`config.mk`:
```
export PLATFORM = sky130hd
export DESIGN_NAME = text_to_signed_integer_parser
export DESIGN_NICKNAME = d
export VERILOG_FILES = /design/src/design/ttsi_pkg.sv /design/src/design/ttsi_front.sv /design/src/design/ttsi_word_q.sv /design/src/design/ttsi_back.sv /design/src/design/ttsi_result_q.sv /design/src/design/text_to_signed_integer_parser.sv
export SDC_FILE = /design/constraint.sdc
export NUM_CORES = 2
export LEC_CHECK = 0
export BUFFER_PORTS_ARGS = -buffer_cell sky130_fd_sc_hd__buf_2
export CORE_UTILIZATION = 40
export DETAILED_ROUTE_END_ITERATION = 12
export GPL_TIMING_DRIVEN = 0
export SYNTH_ARGS = -nofsm -noshare
export SYNTH_HDL_FRONTEND = slang
export SYNTH_SLANG_ARGS = --single-unit
```
`constraint.sdc`:
```
create_clock -name clk -period 12.13 [get_ports clk]
set_input_delay 2.426 -clock clk [delete_from_list [all_inputs] [get_ports clk]]
set_output_delay 2.426 -clock clk [all_outputs]
set_load 0.05 [all_outputs]
```
`src/design/ttsi_pkg.sv`:
```
`default_nettype none
package ttsi_pkg;

	// Offset counter width and output widths
	localparam int OFFSET_BITS = 16;
	localparam int END_OFS_W   = 16;
	localparam int BASE_W      = 6;
	localparam int VALUE_W     = 64;
	localparam int CHAR_W      = 8;
	localparam int PROD_W      = VALUE_W + BASE_W + 1;

	// Queue depths
	localparam int MID_DEPTH  = 4;
	localparam int MID_PTR_W  = $clog2(MID_DEPTH);
	localparam int MID_CNT_W  = $clog2(MID_DEPTH + 1);
	localparam int RES_DEPTH  = 2;
	localparam int RES_PTR_W  = $clog2(RES_DEPTH);
	localparam int RES_CNT_W  = $clog2(RES_DEPTH + 1);

	// Character codes
	localparam logic [CHAR_W-1:0] CH_TAB      = 8'd9;
	localparam logic [CHAR_W-1:0] CH_CR       = 8'd13;
	localparam logic [CHAR_W-1:0] CH_SPACE    = 8'd32;
	localparam logic [CHAR_W-1:0] CH_PLUS     = 8'd43;
	localparam logic [CHAR_W-1:0] CH_MINUS    = 8'd45;
	localparam logic [CHAR_W-1:0] CH_ZERO     = 8'd48;
	localparam logic [CHAR_W-1:0] CH_NINE     = 8'd57;
	localparam logic [CHAR_W-1:0] CH_UA       = 8'd65;
	localparam logic [CHAR_W-1:0] CH_UZ       = 8'd90;
	localparam logic [CHAR_W-1:0] CH_LA       = 8'd97;
	localparam logic [CHAR_W-1:0] CH_LZ       = 8'd122;
	localparam logic [CHAR_W-1:0] CH_UX       = 8'd88;
	localparam logic [CHAR_W-1:0] CH_LX       = 8'd120;
	localparam logic [CHAR_W-1:0] CH_UPPER_OFS = CH_UA - 8'd10;
	localparam logic [CHAR_W-1:0] CH_LOWER_OFS = CH_LA - 8'd10;

	// Radix constants
	localparam logic [BASE_W-1:0] BASE_AUTO = 6'd0;
	localparam logic [BASE_W-1:0] BASE_MIN  = 6'd2;
	localparam logic [BASE_W-1:0] BASE_OCT  = 6'd8;
	localparam logic [BASE_W-1:0] BASE_DEC  = 6'd10;
	localparam logic [BASE_W-1:0] BASE_HEX  = 6'd16;
	localparam logic [BASE_W-1:0] BASE_MAX  = 6'd36;

	// Saturation limits
	localparam logic [VALUE_W-1:0] VAL_MAX = {1'b0, {(VALUE_W-1){1'b1}}};
	localparam logic [VALUE_W-1:0] VAL_MIN = {1'b1, {(VALUE_W-1){1'b0}}};
	localparam logic [OFFSET_BITS-1:0] POS_MAX = {OFFSET_BITS{1'b1}};

	typedef enum logic [2:0] {
		PH_SPACE,
		PH_SIGN,
		PH_ZERO,
		PH_PREFIX,
		PH_DIGITS,
		PH_DONE
	} phase_t;

	typedef enum logic [2:0] {
		ACT_NONE,
		ACT_SIGN,
		ACT_ZERO,
		ACT_PREFIX,
		ACT_DIGIT,
		ACT_END_X
	} action_t;

	// Classified character word, front to back
	typedef struct packed {
		logic                   start;
		logic                   is_ws;
		logic                   is_minus;
		logic                   is_plus;
		logic                   is_zero;
		logic                   is_x;
		logic                   dig_ok;
		logic [BASE_W-1:0]      dig_val;
		logic [BASE_W-1:0]      base;
		logic [OFFSET_BITS-1:0] offset;
	} class_word_t;

	typedef struct packed {
		logic signed [VALUE_W-1:0] value;
		logic                      range_error;
		logic                      digits_seen;
		logic [END_OFS_W-1:0]      end_offset;
	} result_t;

endpackage
`default_nettype wire

```
`src/design/ttsi_front.sv`:
```
`default_nettype none
module ttsi_front import ttsi_pkg::*; (
	input  wire logic              clk,
	input  wire logic              arst_n,
	input  wire logic [CHAR_W-1:0] char_code,
	input  wire logic              string_start,
	input  wire logic              push,
	input  wire logic              q_full,
	input  wire logic              cfg_valid,
	input  wire logic [BASE_W-1:0] cfg_data,
	output logic                   cfg_ready,
	output logic                   q_wr,
	output class_word_t            q_word
);

	logic [BASE_W-1:0]      number_base_q;
	logic [OFFSET_BITS-1:0] pos_q;
	logic [OFFSET_BITS-1:0] cur_off;
	logic                   accept;

	assign accept    = push && !q_full;
	assign q_wr      = accept;
	assign cfg_ready = 1'b1;
	assign cur_off   = string_start ? '0 : pos_q;

	// Hold the radix register
	always_ff @(posedge clk or negedge arst_n) begin
		if (!arst_n) begin
			number_base_q <= '0;
		end else if (cfg_valid) begin
			number_base_q <= cfg_data;
		end
	end

	// Advance the saturating character position
	always_ff @(posedge clk or negedge arst_n) begin
		if (!arst_n) begin
			pos_q <= '0;
		end else if (accept) begin
			pos_q <= (cur_off == POS_MAX) ? cur_off : cur_off + 1'b1;
		end
	end

	// Classify the character
	always_comb begin
		q_word          = '0;
		q_word.start    = string_start;
		q_word.base     = number_base_q;
		q_word.offset   = cur_off;
		q_word.is_ws    = (char_code == CH_SPACE) ||
			(char_code >= CH_TAB && char_code <= CH_CR);
		q_word.is_minus = (char_code == CH_MINUS);
		q_word.is_plus  = (char_code == CH_PLUS);
		q_word.is_zero  = (char_code == CH_ZERO);
		q_word.is_x     = (char_code == CH_LX) || (char_code == CH_UX);
		if (char_code >= CH_ZERO && char_code <= CH_NINE) begin
			q_word.dig_ok  = 1'b1;
			q_word.dig_val = BASE_W'(char_code - CH_ZERO);
		end else if (char_code >= CH_UA && char_code <= CH_UZ) begin
			q_word.dig_ok  = 1'b1;
			q_word.dig_val = BASE_W'(char_code - CH_UPPER_OFS);
		end else if (char_code >= CH_LA && char_code <= CH_LZ) begin
			q_word.dig_ok  = 1'b1;
			q_word.dig_val = BASE_W'(char_code - CH_LOWER_OFS);
		end
	end

endmodule
`default_nettype wire

```
`src/design/ttsi_word_q.sv`:
```
`default_nettype none
module ttsi_word_q import ttsi_pkg::*; (
	input  wire logic        clk,
	input  wire logic        arst_n,
	input  wire logic        wr,
	input  wire class_word_t wr_word,
	output logic             full,
	input  wire logic        rd,
	output logic             empty,
	output class_word_t      rd_word
);

	class_word_t            mem_q [MID_DEPTH];
	logic [MID_PTR_W-1:0]   wr_ptr_q;
	logic [MID_PTR_W-1:0]   rd_ptr_q;
	logic [MID_CNT_W-1:0]   cnt_q;

	assign full    = (cnt_q == MID_CNT_W'(MID_DEPTH));
	assign empty   = (cnt_q == '0);
	assign rd_word = mem_q[rd_ptr_q];

	// Store the incoming word
	always_ff @(posedge clk) begin
		if (wr) begin
			mem_q[wr_ptr_q] <= wr_word;
		end
	end

	// Advance pointers and fill count
	always_ff @(posedge clk or negedge arst_n) begin
		if (!arst_n) begin
			wr_ptr_q <= '0;
			rd_ptr_q <= '0;
			cnt_q    <= '0;
		end else begin
			if (wr) begin
				wr_ptr_q <= wr_ptr_q + 1'b1;
			end
			if (rd) begin
				rd_ptr_q <= rd_ptr_q + 1'b1;
			end
			if (wr && !rd) begin
				cnt_q <= cnt_q + 1'b1;
			end else if (rd && !wr) begin
				cnt_q <= cnt_q - 1'b1;
			end
		end
	end

endmodule
`default_nettype wire

```
`src/design/ttsi_back.sv`:
```
`default_nettype none
module ttsi_back import ttsi_pkg::*; (
	input  wire logic        clk,
	input  wire logic        arst_n,
	input  wire class_word_t word,
	input  wire logic        q_empty,
	output logic             q_pop,
	input  wire logic        res_full,
	output logic             res_push,
	output result_t          res
);

	phase_t             phase_q, phase_d, e_phase;
	logic               neg_q, neg_d, e_neg;
	logic [BASE_W-1:0]  base_q, base_d, e_base;
	logic [VALUE_W-1:0] acc_q, acc_d, e_acc;
	logic               ovf_q, ovf_d, e_ovf;
	logic               anyd_q, anyd_d, e_anyd;

	action_t            act;
	logic [BASE_W-1:0]  tb;
	logic               go;
	logic               bad;
	logic               finish;
	logic [PROD_W-1:0]  prod;
	logic [PROD_W-1:0]  lim;
	logic               ovf_hit;
	logic [OFFSET_BITS-1:0] fin_off;

	assign go    = !q_empty && !res_full;
	assign q_pop = go;

	// Effective state: a start word begins a fresh parse
	always_comb begin
		if (word.start) begin
			e_phase = PH_SPACE;
			e_neg   = 1'b0;
			e_base  = word.base;
			e_acc   = '0;
			e_ovf   = 1'b0;
			e_anyd  = 1'b0;
		end else begin
			e_phase = phase_q;
			e_neg   = neg_q;
			e_base  = base_q;
			e_acc   = acc_q;
			e_ovf   = ovf_q;
			e_anyd  = anyd_q;
		end
	end

	// Decode the action for this character
	always_comb begin
		act = ACT_NONE;
		tb  = e_base;
		unique case (e_phase)
			PH_SPACE, PH_SIGN: begin
				if (e_phase == PH_SPACE && word.is_ws) begin
					act = ACT_NONE;
				end else if (e_phase == PH_SPACE && (word.is_minus || word.is_plus)) begin
					act = ACT_SIGN;
				end else if ((e_base == BASE_AUTO || e_base == BASE_HEX) && word.is_zero) begin
					act = ACT_ZERO;
				end else begin
					act = ACT_DIGIT;
					tb  = (e_base == BASE_AUTO) ? BASE_DEC : e_base;
				end
			end
			PH_ZERO: begin
				if (word.is_x) begin
					act = ACT_PREFIX;
				end else begin
					act = ACT_DIGIT;
					tb  = (e_base == BASE_AUTO) ? BASE_OCT : e_base;
				end
			end
			PH_PREFIX: begin
				act = (word.dig_ok && word.dig_val < BASE_HEX) ? ACT_DIGIT : ACT_END_X;
			end
			PH_DIGITS: act = ACT_DIGIT;
			PH_DONE:   act = ACT_NONE;
			default:   act = ACT_NONE;
		endcase
	end

	// Multiply-accumulate and range check
	assign bad = !word.dig_ok || tb < BASE_MIN || tb > BASE_MAX || word.dig_val >= tb;
	assign prod = PROD_W'(e_acc) * PROD_W'(tb) + PROD_W'(word.dig_val);
	assign lim  = e_neg ? PROD_W'(VAL_MIN) : PROD_W'(VAL_MAX);
	assign ovf_hit = prod > lim;
	assign finish  = (act == ACT_DIGIT && bad) || act == ACT_END_X;

	// Next phase
	always_comb begin
		phase_d = phase_q;
		if (go) begin
			case (act)
				ACT_NONE:   phase_d = e_phase;
				ACT_SIGN:   phase_d = PH_SIGN;
				ACT_ZERO:   phase_d = PH_ZERO;
				ACT_PREFIX: phase_d = PH_PREFIX;
				ACT_DIGIT:  phase_d = bad ? PH_DONE : PH_DIGITS;
				ACT_END_X:  phase_d = PH_DONE;
				default:    phase_d = e_phase;
			endcase
		end
	end

	// Next datapath state
	always_comb begin
		neg_d  = e_neg;
		base_d = e_base;
		acc_d  = e_acc;
		ovf_d  = e_ovf;
		anyd_d = e_anyd;
		case (act)
			ACT_SIGN: neg_d = word.is_minus;
			ACT_ZERO: begin
				anyd_d = 1'b1;
				acc_d  = '0;
			end
			ACT_PREFIX: base_d = BASE_HEX;
			ACT_DIGIT: begin
				base_d = tb;
				if (!bad) begin
					anyd_d = 1'b1;
					if (e_ovf || ovf_hit) begin
						ovf_d = 1'b1;
					end else begin
						acc_d = prod[VALUE_W-1:0];
					end
				end
			end
			default: ;
		endcase
	end

	// Build the result word
	always_comb begin
		fin_off = word.offset;
		if (act == ACT_END_X && word.offset != '0) begin
			fin_off = word.offset - 1'b1;
		end
		res_push        = go && finish;
		res.range_error = e_ovf;
		res.digits_seen = e_anyd;
		res.end_offset  = e_anyd ? END_OFS_W'(fin_off) : '0;
		if (e_ovf) begin
			res.value = e_neg ? VAL_MIN : VAL_MAX;
		end else begin
			res.value = e_neg ? (VALUE_W'(0) - e_acc) : e_acc;
		end
	end

	// Update parser state
	always_ff @(posedge clk or negedge arst_n) begin
		if (!arst_n) begin
			phase_q <= PH_DONE;
			neg_q   <= 1'b0;
			base_q  <= '0;
			acc_q   <= '0;
			ovf_q   <= 1'b0;
			anyd_q  <= 1'b0;
		end else begin
			phase_q <= phase_d;
			if (go) begin
				neg_q  <= neg_d;
				base_q <= base_d;
				acc_q  <= acc_d;
				ovf_q  <= ovf_d;
				anyd_q <= anyd_d;
			end
		end
	end

endmodule
`default_nettype wire

```
`src/design/ttsi_result_q.sv`:
```
`default_nettype none
module ttsi_result_q import ttsi_pkg::*; (
	input  wire logic    clk,
	input  wire logic    arst_n,
	input  wire logic    wr,
	input  wire result_t wr_res,
	output logic         full,
	input  wire logic    rd,
	output logic         empty,
	output result_t      rd_res
);

	result_t              mem_q [RES_DEPTH];
	logic [RES_PTR_W-1:0] wr_ptr_q;
	logic [RES_PTR_W-1:0] rd_ptr_q;
	logic [RES_CNT_W-1:0] cnt_q;

	assign full   = (cnt_q == RES_CNT_W'(RES_DEPTH));
	assign empty  = (cnt_q == '0);
	assign rd_res = mem_q[rd_ptr_q];

	// Store the finished result
	always_ff @(posedge clk) begin
		if (wr) begin
			mem_q[wr_ptr_q] <= wr_res;
		end
	end

	// Advance pointers and fill count
	always_ff @(posedge clk or negedge arst_n) begin
		if (!arst_n) begin
			wr_ptr_q <= '0;
			rd_ptr_q <= '0;
			cnt_q    <= '0;
		end else begin
			if (wr) begin
				wr_ptr_q <= wr_ptr_q + 1'b1;
			end
			if (rd) begin
				rd_ptr_q <= rd_ptr_q + 1'b1;
			end
			if (wr && !rd) begin
				cnt_q <= cnt_q + 1'b1;
			end else if (rd && !wr) begin
				cnt_q <= cnt_q - 1'b1;
			end
		end
	end

endmodule
`default_nettype wire

```
`src/design/text_to_signed_integer_parser.sv`:
```
// Path: the terminating character is written into the word queue, the back end
//   builds the result from the queue head, and the result is held in the result
//   queue until popped.
// Throughput: one character per cycle while full is low, with a combinational MAC
//   and range compare in the back end; full rises only when the result side stalls.
// Reset (arst_n low): queues empty, parser idle until a start flag, radix 0.
`default_nettype none
module text_to_signed_integer_parser import ttsi_pkg::*; (
	input  wire logic                      clk,
	input  wire logic                      arst_n,
	input  wire logic [CHAR_W-1:0]         char_code,
	input  wire logic                      string_start,
	input  wire logic                      push,
	output logic                           full,
	output logic signed [VALUE_W-1:0]      parsed_value,
	output logic                           range_error,
	output logic                           digits_seen,
	output logic [END_OFS_W-1:0]           end_offset,
	output logic                           empty,
	input  wire logic                      pop,
	input  wire logic                      cfg_valid,
	output logic                           cfg_ready,
	input  wire logic [BASE_W-1:0]         cfg_data
);

	class_word_t fe_word;
	class_word_t be_word;
	logic        fe_wr;
	logic        mid_empty;
	logic        mid_pop;
	logic        res_full;
	logic        res_push;
	result_t     be_res;
	result_t     head_res;

	ttsi_front u_front (
		.clk          (clk),
		.arst_n       (arst_n),
		.char_code    (char_code),
		.string_start (string_start),
		.push         (push),
		.q_full       (full),
		.cfg_valid    (cfg_valid),
		.cfg_data     (cfg_data),
		.cfg_ready    (cfg_ready),
		.q_wr         (fe_wr),
		.q_word       (fe_word)
	);

	ttsi_word_q u_word_q (
		.clk     (clk),
		.arst_n  (arst_n),
		.wr      (fe_wr),
		.wr_word (fe_word),
		.full    (full),
		.rd      (mid_pop),
		.empty   (mid_empty),
		.rd_word (be_word)
	);

	ttsi_back u_back (
		.clk      (clk),
		.arst_n   (arst_n),
		.word     (be_word),
		.q_empty  (mid_empty),
		.q_pop    (mid_pop),
		.res_full (res_full),
		.res_push (res_push),
		.res      (be_res)
	);

	ttsi_result_q u_result_q (
		.clk    (clk),
		.arst_n (arst_n),
		.wr     (res_push),
		.wr_res (be_res),
		.full   (res_full),
		.rd     (pop && !empty),
		.empty  (empty),
		.rd_res (head_res)
	);

	// Drive the result ports from the oldest word
	assign parsed_value = head_res.value;
	assign range_error  = head_res.range_error;
	assign digits_seen  = head_res.digits_seen;
	assign end_offset   = head_res.end_offset;

endmodule
`default_nettype wire

```
Word level (Yosys, flattened, before mapping). Memory sizes are Yosys's and may differ from the RTL's. Index checks and enable logic that the tools add are counted. Widths: inputs -> output; s select.

Bits in registers: 109. Bits in writable memories: 304. Input bits: 20. Output and inout bits: 85. Memories: 2.

Add/sub/neg operators: 15. $mul: 1. $lt $le $gt $ge: 13. Equal/unequal tests: 19. Muxes and demuxes: 50. Reduce and logical (&&, ||, !) cells: 44.

Memories: u_result_q.mem_q (depth 2, bits a word 82, rd ports 1, clocked after Yosys merged registers in 0, wr ports 1, RTL line ttsi_result_q.sv:13) `result_t mem_q [RES_DEPTH];`; u_word_q.mem_q (depth 4, bits a word 35, rd ports 1, clocked after Yosys merged registers in 0, wr ports 1, RTL line ttsi_word_q.sv:13) `class_word_t mem_q [MID_DEPTH];`.

Operator list (count): $mux 64 (7); $pmux 64 s2 (1); $add 70x6->71 (1); $gt 71x71->1 (1); $mul 64x6->70 (1); $mux 16 (4); $sub 1x64->64 const A (1); $mux 6 (7); $eq 8x6->1 const B (4); $pmux 6 s2 (2); $mux 3 (7); $mux 7 (3); $logic_and 1x1->1 (18); $add 16x1->16 const B (1); $eq 16x16->1 const B (1); $eq 8x7->1 const B (2); $ge 8x7->1 const B (2); $le 8x7->1 const B (2); $reduce_bool 16->1 (1); $sub 16x1->16 const B (1); $pmux 3 s5 (1); $mux 1 (14); $eq 3x2->1 const B (4); $eq 3x3->1 const B (4); other kinds (28) (52).

Longest topological paths before layout. An unclocked memory read counts as a cell.

Word-level depth: 20. Mapped depth: 42. Mapped depth without buffers: 38.

By module. From an unflattened synthesis, not the netlist that was laid out.

Cell total of the unflattened synthesis: 3377. Area, all modules: 35192.5 um2.

By module, submodules not included: ttsi_back (instances 1, cells each 2691, area each 21524.4 um2, sequential area each 1904.3 um2); ttsi_result_q (instances 1, cells each 271, area each 6453.7 um2, sequential area each 5024.8 um2); ttsi_word_q (instances 1, cells each 217, area each 5500.3 um2, sequential area each 4379.2 um2); ttsi_front (instances 1, cells each 197, area each 1700.4 um2, sequential area each 550.5 um2); text_to_signed_integer_parser (instances 1, cells each 1, area each 13.8 um2, sequential area each 0.0 um2).

Least setup slack after synthesis. Ideal clock, no wire load.

Path type: reg-to-reg. Start: reg u_word_q.rd_ptr_q[0]. End: reg u_back.acc_q[54]. Arrival time: 9605 ps. Data required time: 12002 ps. Path slack: 2397 ps. Cell stages (with the launch flop): 43. Period minus slack after synthesis: 9733 ps. Cells stage by stage: dfrtp_1 -> buf_6 -> mux4_2 -> or3_1 -> a21oi_1 -> a31oi_1 -> or3_1 -> nor2b_1 -> clkbuf_1 -> nor2_1 -> clkbuf_1 -> nand2_1 -> fa_1 -> fa_1 -> inv_1 -> fa_1 -> inv_1 -> fa_1 -> [... 7 more ...] -> o31ai_2 -> inv_1 -> o21ai_0 -> a31oi_1 -> xnor2_1 -> ha_1 -> nand3_1 -> nor3_1 -> nand3_1 -> nor2_1 -> a41o_1 -> nor4_1 -> a2111oi_2 -> nand2_1 -> nor4_2 -> nand3_1 -> buf_2 -> mux2_1.

Word-level cells in the longest chain between the ends: 16. Elaborated cells on any way between the ends: 51. Those cells by class: 1 x add/sub; 1 x mul; 5 x order compare; 7 x eq/ne; 22 x mux; 14 x reduce/logical; 1 x memory.

RTL lines: start, declared (RTL line ttsi_word_q.sv:15) `logic [MID_PTR_W-1:0] rd_ptr_q;`; start signal, assigned (RTL line ttsi_word_q.sv:40) `rd_ptr_q <= rd_ptr_q + 1'b1;`; $mem_v2 4x35 *; $mux 6 (RTL line ttsi_back.sv:35) `if (word.start) begin`; $eq 6x5->1 or $logic_not 6->1 (tied branches) (RTL line ttsi_back.sv:62, ttsi_back.sv:66, ttsi_back.sv:74); $logic_or 1x1->1 (RTL line ttsi_back.sv:62) `end else if ((e_base == BASE_AUTO || e_base == BASE_HEX) && word.is_zero) begin`; $logic_and 1x1->1 (RTL line ttsi_back.sv:62); $mux 6 (RTL line ttsi_back.sv:62); $mux 6 (RTL line ttsi_back.sv:60) `end else if (e_phase == PH_SPACE && (word.is_minus || word.is_plus)) begin`; $mux 6 (RTL line ttsi_back.sv:58) `if (e_phase == PH_SPACE && word.is_ws) begin`; $pmux 6 s2 (RTL line ttsi_back.sv:56) `unique case (e_phase)`; $mul 64x6->70 (RTL line ttsi_back.sv:88) `assign prod = PROD_W'(e_acc) * PROD_W'(tb) + PROD_W'(word.dig_val);`; $add 70x6->71 (RTL line ttsi_back.sv:88); $gt 71x71->1 (RTL line ttsi_back.sv:90) `assign ovf_hit = prod > lim;`; $logic_or 1x1->1 (RTL line ttsi_back.sv:127) `if (e_ovf || ovf_hit) begin`; $mux 64 (RTL line ttsi_back.sv:127); $mux 64 (RTL line ttsi_back.sv:125) `if (!bad) begin`; $pmux 64 s2 * (RTL line ttsi_back.sv:116) `case (act)`; end signal, assigned (RTL line ttsi_back.sv:161) `acc_q <= '0;`; end signal, assigned (RTL line ttsi_back.sv:169) `acc_q <= acc_d;`; end, declared (RTL line ttsi_back.sv:16) `logic [VALUE_W-1:0] acc_q, acc_d, e_acc;`.

Every way passes the cells marked *; elsewhere a longest branch is shown, timed or not. A chain may end at the register's enable or synchronous reset.

Worst setup path after layout.
Start: reg u_word_q.rd_ptr_q[1]. End: reg u_back.acc_q[60].

Same word-level chain as after synthesis.

==> flow_metrics.tcl <==
set metrics [dict create \
    reg2reg_setup_slack_ns 0.25 \
    violations "max-capacitance violations, max-slew violations" \
    die_x_microns 296.1 \
    io_pins 105 \
    crit_start "u_word_q.rd_ptr_q[1]" \
    critPathCaptureType "flop" \
    cts_sinks 413 \
    cts_tree "done" \
    clockBufferDepth 3 \
    grt_setup_unrepaired "false" \
    syn_avg_cell_area_sq_um 10.36 \
    grt_pass1_vias 26410 \
    syn_nets 3854 \
    path_clk_slew_ns 0.06 \
    hpwl_mm 81.37 \
    cp.required_ns 12.57 \
    synthToLayoutAreaGrowth_pct 11.25 \
    hold_class "reg2reg" \
    setup_viol 0 \
    antenna_cells 0 \
    antenna_found_initial 3 \
    wl_per_cell_microns 22.18 \
    ys_warn_count 0 \
    hold_viol 0 \
    final_cell_mix "nand2_1, edfxtp_1, fa_1, ha_1, inv_1" \
    worstSetupPathType "reg2reg" \
    async_reset_ff_share_pct 26.39 \
    worst_pin_slew_ns 1.488 \
    num_rows 107 \
    synth_ff_type "edfxtp_1" \
    vias 26620 \
    rr_endpoint "u_back.acc_q[60]" \
    rr_startpoint "u_word_q.rd_ptr_q[1]" \
    drtIter0Drc 2385 \
    fin_nets 4021 \
    min_period_over_period_pct 97.93 \
    final_common_cell "nand2_1" \
    portBuffers 102 \
    startpoint_type "flop" \
    track_usage_pct 23.81 \
    start_util_pct 40.52 \
    p_leak_nw 17.61 \
    dp_slack_ns -1.875 \
    cp.arrival_ns 12.32 \
    period_needed_ns 11.88 \
    max-cap-violations 1 \
    finish.utilization_pct 45.07 \
    clk_latency_ns 0.61 \
    synthCells 3341 \
    r2r_cells 34 \
    cpMaxStageDelayCell "clkbuf_2" \
    postRouteAntennaNets 0 \
    gp_congestion 0.9800 \
    finalWirelength_mm 104.0 \
    relSlewSlack_pct -0.1234 \
    ys_seq_elements 413 \
    numCtsBuffers 47 \
    die_h_microns 296.1 \
    place_inst 4601 \
    max-vdd-ir-drop_uv 199.4 \
    timing.final.ws_setup_ns 0.2506 \
    endpoint "u_back.acc_q[60]" \
    ys_seq_area_share_pct 34.27 \
    cts_hold_buf 0 \
    clockRootBuffer "clkbuf_16" \
    p_per_area_mw_per_mm2 211.7 \
    fin_area_sq_mm 0.03850 \
    grt_max_degree 68 \
    placement.cell_area_sq_mm 0.03680 \
    stdcell_count 4691 \
    vias_per_cell 5.674 \
    critPathMaxFanout 16 \
    whs_ns 0.4937 \
    cts.htree.levels 2 \
    worst_path_largest_cell_delay_ns 0.62 \
    synth_area_sq_mm 0.03461 \
    drive_gt1_share_pct 11.84 \
    core_sq_mm 0.08541 \
    synth_cell_types 97 \
    synth_edf_count 304 \
    firstDrtPassIters 5 \
    grt_pass1_wl_mm 158.3 \
    fmax_mhz 84.18 \
    overflow 0 \
    drv_slew 1 \
    route.detailed.drc 0 \
    fin_skew_ns 0.02526 \
    status "finished, violations left" \
    die-area_sq_mm 0.08770 \
]
[area by class of cell]
cell class,instances,area [sq um]
Fill cell,8244,46920
Inverter,215,809.5
Multi-Input combinational cell,2492,21120
Clock buffer,66,1310
Timing Repair Buffer,120,775.7
Sequential cell,413,11860
Tap cell,1144,1431
Buffer,219,948.4
Clock inverter,22,242.7
[Yosys cell counts (35+ instances only)]
master,instances,area share (%)
dfrtp_1,107,7.7
and2_1,184,3.3
a21oi_1,160,2.3
a21o_1,36,0.78
clkbuf_1,183,2.0
ha_1,240,8.7
edfxtp_1,304,26
nand4_1,39,0.71
mux2_1,57,1.9
o21ai_0,150,2.2
mux4_2,35,2.3
and3_1,137,2.5
mux2_2,96,3.1
fa_1,253,15
nor2_1,196,2.1
nand2_1,318,3.4
xor2_1,49,1.2
nor3_1,43,0.62
inv_1,214,2.3
xnor2_1,54,1.4
[metrics by stage]
stage | power [W] | TNS [ns]
floorplan | 0.005218 | 0
global placement | 0.006649 | -264.08
detailed placement | 0.006671 | -109.66
CTS | 0.008144 | 0
global route | 0.008560 | 0
finish | 0.008149 | 0
[per-layer routing]
metal  track usage (%)  share of wire, %  vias up
met2             38.75                46     1093
met5                 0             0.026        -
met3             4.174               7.9      215
li1                  -                 -    12140
met4             8.134               3.5        4
met1             31.93                42    13160
[power by group]
part	internal, W	leakage (nW)	switching (W)	total, W
clock network	0.000829	0.760	0.000606	0.00144
logic	0.00124	12.4	0.00323	0.00447
registers	0.00211	4.42	0.000132	0.00225
[worst min-delay path by stage]
stage / startpoint / endpoint / cells past startpoint
final: u_word_q.cnt_q[2] / u_word_q.cnt_q[2] / 1
after global routing: u_word_q.cnt_q[2] / u_word_q.cnt_q[2] / 1
after CTS: u_word_q.cnt_q[2] / u_word_q.cnt_q[2] / 1
after detailed placement: u_word_q.cnt_q[2] / u_word_q.cnt_q[2] / 1
after global placement: u_result_q.wr_ptr_q / u_result_q.wr_ptr_q / 1
after floorplan: u_word_q.cnt_q[2] / u_word_q.cnt_q[2] / 1
[flip-flops by register name, summed over array words and instances (netlist names), 3 cells and up]
signal and flops:
u_result_q.mem_q 164, u_word_q.mem_q 140, u_back.acc_q 64, u_front.pos_q 16, u_back.base_q 6, u_front.number_base_q 6
u_back.phase_q 3, u_word_q.cnt_q 3
[kinds of logic (layout without fill, tap and decap cells)]
family          count (synthesis)  count (layout)  share of synthesized area (%)
simple gates                 1108            1108                          16.34
buf+inv                       436             642                          5.044
fa+ha+maj                     493             493                          23.31
flops                         413             413                          34.27
other cells                     1               1                        0.01084
compound gates                587             587                          10.81
mux                           200             200                          7.604
xor+xnor                      103             103                          2.607
[worst max-delay path: cells and delay by family, from the launching register on]
family,cells,cell delay [ns]
muxes,3,1.24
xor gates and xnor gates,1,0.38
adders and majority gates,6,2.33
and+or+nand+nor,9,2.00
DFF,1,0.37
AOI/OAI and AO/OA,9,2.80
buffers and inverters,6,2.56
[what timing repair did]
| action | CTS | global route |
|---|---|---|
| gates resized for setup | 20 | 19 |
| setup endpoints to repair | 65 | 64 |
| gates cloned | 0 | 0 |
| setup buffers | 1 | 3 |
| pin swaps | 2 | 3 |
Note: power is estimated with default switching activity, not from simulation.
